`src/design/bafc_pkg.sv`:
```
// Shared types, codes and helpers for the best-fit buddy allocator.
package bafc_pkg;

    localparam int HDR_BYTES = 16;
    localparam int HDR_SHIFT = 4;
    localparam int LOGW      = 5;
    localparam int ENTW      = 7;

    // Block table entry bits
    localparam logic [ENTW-1:0] E_START = 7'h40;
    localparam logic [ENTW-1:0] E_ALLOC = 7'h20;

    // Result status codes
    localparam logic [1:0] ST_OK    = 2'd0;
    localparam logic [1:0] ST_NOFIT = 2'd1;
    localparam logic [1:0] ST_BAD   = 2'd2;

    // Operation codes
    localparam logic OP_ALLOC   = 1'b0;
    localparam logic OP_RELEASE = 1'b1;

    typedef struct packed {
        logic        kind;
        logic [15:0] request_bytes;
        logic [15:0] user_address;
    } t_in;

    typedef struct packed {
        logic [1:0]  status;
        logic [15:0] region_address;
        logic [16:0] block_bytes;
    } t_out;

    typedef enum logic [3:0] {
        S_CLEAR, S_IDLE, S_SCAN_RD, S_SCAN_EV, S_FIN,
        S_SPLIT, S_REL_RD, S_REL_EV, S_OUT
    } t_state;

    typedef struct packed {
        logic clr_init;
        logic clr_wr;
        logic load;
        logic scan_rd;
        logic scan_ev;
        logic res_nofit;
        logic split;
        logic alloc_wr;
        logic rel_rd;
        logic res_bad;
        logic free_wr;
    } t_cmd;

    typedef struct packed {
        logic clr_last;
        logic scan_end;
        logic brk;
        logic found;
        logic can_split;
        logic rel_bad;
        logic rel_ok;
        logic kind;
    } t_sts;

    // Round a requested pool size up to a power of two, floor 32, clamp to max
    function automatic logic [LOGW-1:0] pool_round_log(logic [16:0] w,
                                                        logic [LOGW-1:0] maxlog);
        logic [LOGW-1:0] r;
        r = 5'd24;
        for (int l = 24; l >= 5; l--) begin
            if ((32'(1) << l) >= 32'(w)) begin
                r = LOGW'(l);
            end
        end
        if (r > maxlog) begin
            r = maxlog;
        end
        return r;
    endfunction

endpackage

```
`src/design/bafc_ctrl.sv`:
```
// Sequencer for clearing, best-fit scan, split, allocate and release.
module bafc_ctrl
    import bafc_pkg::*;
(
    input  logic i_clk,
    input  logic i_rst_n,
    input  logic i_cfg_wr,
    input  logic start,
    input  t_sts i_sts,
    output t_cmd o_cmd,
    output logic busy,
    output logic o_done
);

    t_state r_state, n_state;

    // Hold the state
    always_ff @(posedge i_clk) begin
        if (!i_rst_n) begin
            r_state <= S_CLEAR;
        end else begin
            r_state <= n_state;
        end
    end

    // Decode next state and datapath commands
    always_comb begin
        n_state = r_state;
        o_cmd   = '0;
        case (r_state)
            S_CLEAR: begin
                o_cmd.clr_wr = 1'b1;
                if (i_sts.clr_last) n_state = S_IDLE;
            end
            S_IDLE: begin
                if (start) begin
                    o_cmd.load = 1'b1;
                    n_state    = S_SCAN_RD;
                end
            end
            S_SCAN_RD: begin
                if (i_sts.kind == OP_RELEASE) begin
                    n_state = S_REL_RD;
                end else if (i_sts.scan_end) begin
                    n_state = S_FIN;
                end else begin
                    o_cmd.scan_rd = 1'b1;
                    n_state       = S_SCAN_EV;
                end
            end
            S_SCAN_EV: begin
                o_cmd.scan_ev = 1'b1;
                n_state = i_sts.brk ? S_FIN : S_SCAN_RD;
            end
            S_FIN: begin
                if (i_sts.found) begin
                    n_state = S_SPLIT;
                end else begin
                    o_cmd.res_nofit = 1'b1;
                    n_state         = S_OUT;
                end
            end
            S_SPLIT: begin
                if (i_sts.can_split) begin
                    o_cmd.split = 1'b1;
                end else begin
                    o_cmd.alloc_wr = 1'b1;
                    n_state        = S_OUT;
                end
            end
            S_REL_RD: begin
                if (i_sts.rel_bad) begin
                    o_cmd.res_bad = 1'b1;
                    n_state       = S_OUT;
                end else begin
                    o_cmd.rel_rd = 1'b1;
                    n_state      = S_REL_EV;
                end
            end
            S_REL_EV: begin
                if (i_sts.rel_ok) o_cmd.free_wr = 1'b1;
                else              o_cmd.res_bad = 1'b1;
                n_state = S_OUT;
            end
            S_OUT: begin
                n_state = S_IDLE;
            end
            default: begin
                n_state = S_CLEAR;
            end
        endcase
        // Restart the clearing pass on any pool size write
        if (i_cfg_wr) begin
            o_cmd         = '0;
            o_cmd.clr_init = 1'b1;
            n_state       = S_CLEAR;
        end
    end

    assign busy   = (r_state != S_IDLE);
    assign o_done = (r_state == S_OUT);

endmodule

```
`config.mk`:
```
export PLATFORM = sky130hd
export DESIGN_NAME = bafc_ctrl
export DESIGN_NICKNAME = d
export VERILOG_FILES = /design/src/design/bafc_pkg.sv /design/src/design/bafc_ctrl.sv
export SDC_FILE = /design/constraint.sdc
export NUM_CORES = 1
export LEC_CHECK = 0
export BUFFER_PORTS_ARGS = -buffer_cell sky130_fd_sc_hd__buf_4
export CORE_AREA = 2 2 39 41
export CTS_CLUSTER_SIZE = 12
export DETAILED_ROUTE_END_ITERATION = 12
export DIE_AREA = 0 0 41 43
export GPL_ROUTABILITY_DRIVEN = 0
export HOLD_SLACK_MARGIN = 0.08
export PLACE_DENSITY_LB_ADDON = 0.1
export SLEW_MARGIN = 20
export SYNTH_ARGS = -nofsm -noshare
export SYNTH_HDL_FRONTEND = slang
export SYNTH_SLANG_ARGS = --single-unit
```
`constraint.sdc`:
```
create_clock -name i_clk -period 3.69 [get_ports i_clk]
set_input_delay 0.9225 -clock i_clk [delete_from_list [all_inputs] [get_ports i_clk]]
set_output_delay 0.9225 -clock i_clk [all_outputs]
set_load 0.005 [all_outputs]
```
==> out/summary.md <==
The per-cell routed wire length is 11.2 um, and the proportion of layout cells with a drive suffix above 1 is 33.7%. Buffers inserted during clock tree synthesis total 3. The finished layout holds 102 standard cells, fillers aside.

Clock-pin slew was measured on the worst setup and hold paths at 0.04 ns. Clock tree synthesis found a total of 4 sinks. The basic-gate share of the synthesized area counting and, or, nand and nor cells was 51.9%. The number of cells on the worst reg-to-reg path works out to 4. Setup slack closes at 0.971 ns. The register with the most flip-flops in the layout has 4 of them. The logs give 1.80 ns for the critical path arrival and 2 for the number of buffers between clock root and the deepest sink. The logs give 31.6% for the effective utilization at floorplan and 25 for the number of primary I/O pins. The cell-internal power is 0.0993 mW.

The run gives 14 as the placement row count. The largest single stage delay on the critical path is 0.39 ns. The tools report the worst reg2reg path endpoint as r_state[3]. From bottom edge to top edge, the die measures 43 um. Setup violations remaining at the end of the flow were counted as 0.

Critical path start-end classification: in2out. The run gives 100 as the final net count. The run gives 0.126 mV as the maximum resistive drop on vdd. The worst-case setup slack after placement is 0.971 ns.

The total negative slack for setup checks is 0 ns, and the minimum setup slack among reg-to-reg paths is 2.23 ns. The run gives 0.135 mW as the total chip power. The number of buffers inserted for hold repair after clock tree synthesis came out at 0. After synthesis, the largest family of logic cells by area is simple AND/OR/NAND/NOR gates.

The count of nets left with antenna violations once routing finished came out at 0. The logs give 0 for the total of cells resized after clock tree synthesis and 0 for the initial antenna violation count. For the number of warnings reported in the yosys synthesis log, the log shows 0.

After synthesis the cells add up to 437 sq um. The adder-cell share of the synthesized area came out at 0%. Setup repair after global routing left no endpoint under its margin. The mux share of post-synthesis cell area works out to 4.58%.

Each instance of the synthesized netlist takes up on average 6.82 sq um. For this design the static power due to leakage is 0.263 nW. The core region is 1380 sq um.

The share of the clock period used by the worst path came out at 73.7%. STA classifies the critical path endpoint as an output port. Synthesis inferred 4 register bits.

The clock insertion delay at the later pin of the skew report was 0.23 ns. The tools report the via count of the first global-routing pass as 436. Counting stages on the worst path, the most repeated cell is buf_4. For the finished layout, the period the worst path requires is 2.72 ns.

The global route total overflow is 0, and the fraction of the mapped netlist area in compound gates is 16.0%. The transition time at the pin with the least slew margin is 0.409 ns, and the total power density per cell area is 215 nW/um^2. The tools report the termination of the worst setup path as o_cmd[3].

The most critical setup path has its startpoint at i_cfg_wr. The tools report the part of the power in registers as 35.5%. Measured along the x axis, the die boundary spans 41 um. TritonCTS built the clock tree.

The xor/xnor cell area share of the yosys netlist works out to 0%. The tools report the kind of start point of the critical path as an input pin. The detailed router placed 535 vias in this run. The tools report the number of iterations in the first detailed-routing pass as 4. Between clock sinks in the finished design, the worst skew comes to 0.00374 ns. The final layout contains routed wiring with a total length of 1.15 mm. The top achievable clock speed is 368 MHz, and the net load switching power is 0.0358 mW. In this run the worst hold path is classified as reg2reg. The worst pin sits at a relative slew slack of 72.7%.

Leaving out fill and tap cells, the most frequent cell in the layout is buf_4. The number of distinct library cells after synthesis came out at 27. Once the clock tree was built, the setup fixing pass inserted 0 buffers. For the number of endpoints with negative hold slack in the final report, the log shows 0. Net switching is 26.5% of the power. The run finished with clean final reports. From synthesis to final layout, the design area changed by 43.6%. The cell count after synthesis came out at 64. Traced cell by cell, the critical path runs through buf_4, or3_1, nor3_1, buf_4. The first global-routing pass estimated 1.81 mm of wire.

The largest registers in the layout are r_state x4. The run gives 0 as the remaining routing DRC violations. The worst register-to-register path begins at r_state[2].

The slowest library cell on the worst path is or3_1. The tree is rooted in a clkbuf_4. The share of synthesized area occupied by flip-flops and latches was 18.3%; the count of placed standard cells including taps was 99. The tool flagged a number of max-cap violations equal to 0. Entering global routing, the biggest net connects 14 pins. Once detailed placement completed, the half-perimeter wirelength came to 875 um. The combinational share of power is 24.4%, and the die area is 1760 sq um.

The final-report max-slew violation count was 0; the clock power share was 40.2%. The global router's overall resource usage is 14.9%, and the count of input and output buffers is 24. The number of H-tree branching levels is 1. Of all nets on the critical path, the largest fanout is 8. Data on the critical path is required at its endpoint by 2.77 ns. Ratio of routed vias to standard cells: 5.25.

In the layout the commonest cells are buf_4 (24), nor2_1 (9), nor3_1 (7), nand2_1 (7). 0 antenna diodes ended up in the layout. The register ranked first by flip-flop count is r_state. The number of nets handed over by synthesis was 76. The initial detailed-routing violation count was 12.
## power groups by stage
stage | Clock [mW] | Sequential [mW] | Combinational (mW)
floorplan | 0 | 0.0456 | 0.0187
detailed placement | 0 | 0.0485 | 0.0332
CTS | 0.0568 | 0.0479 | 0.0332
finish | 0.0542 | 0.0479 | 0.0329
global placement | 0 | 0.0486 | 0.0329
global route | 0.0603 | 0.0483 | 0.0367
## layer usage
metal,global-route usage [%],share of wire [%]
met4,6.00,1.2
met1,20.2,48
met3,4.71,6.5
met2,21.3,45
met5,0,0
## kinds of logic after synthesis
logic type      Yosys count
simple gates             41
flops                     4
mux                       2
buf+inv                   7
compound gates           10
## area by class of cell
type | instances | area [sq um]
Fill cell | 150 | 757
Sequential cell | 4 | 80.1
Multi-Input combinational cell | 53 | 317
Tap cell | 16 | 20.0
Timing Repair Buffer | 24 | 180
Clock buffer | 3 | 22.5
Inverter | 2 | 7.51
## synthesized netlist by cell type
master,number,share of area [%]
a21oi_1,1,1.1
o211ai_2,1,2.9
o31a_1,1,2.0
o31ai_1,1,1.7
a31oi_1,1,1.4
and2_1,2,2.9
inv_1,2,1.7
or3_1,2,2.9
nor4b_2,1,3.4
nand4bb_1,1,2.6
o21ai_0,3,3.4
nor3b_1,1,1.7
nand2b_1,4,5.7
nand3b_1,2,3.4
dfxtp_1,4,18
mux2i_1,2,4.6
buf_4,3,5.2
nand3_1,1,1.1
nor2_1,9,7.7
nor3_1,7,8.0
a221oi_1,1,2.0
nor4_1,1,1.4
buf_2,2,2.3
nand2_1,7,6.0
o22ai_1,1,1.4
nor4b_1,1,2.0
nor2b_1,2,2.9
## critical path, delay by kind of cell
family                 cells  cell delay (ns)
buffers and inverters      2             0.28
and+or+nand+nor            2             0.60
## worst min path at each step
stage | from | endpoint | cells after the start
2_1_floorplan | r_state[3] | r_state[3] | 2
3_3_place_gp | r_state[3] | r_state[3] | 1
3_5_place_dp | r_state[3] | r_state[3] | 1
4_1_cts | r_state[3] | r_state[3] | 1
5_1_grt | r_state[2] | r_state[3] | 1
6_report | r_state[3] | r_state[3] | 1
## metrics by stage
step           utilization [%]  area [sq um]  hold WS [ns]
4_1_cts                   45.3           627         0.680
3_5_place_dp              43.7           604         0.674
3_3_place_gp              43.7           604         0.683
2_1_floorplan                -           437         0.606
5_1_grt                   45.3           627         0.733
6_report                  45.3           627         0.682
Note: power is estimated with default switching activity, not from simulation.
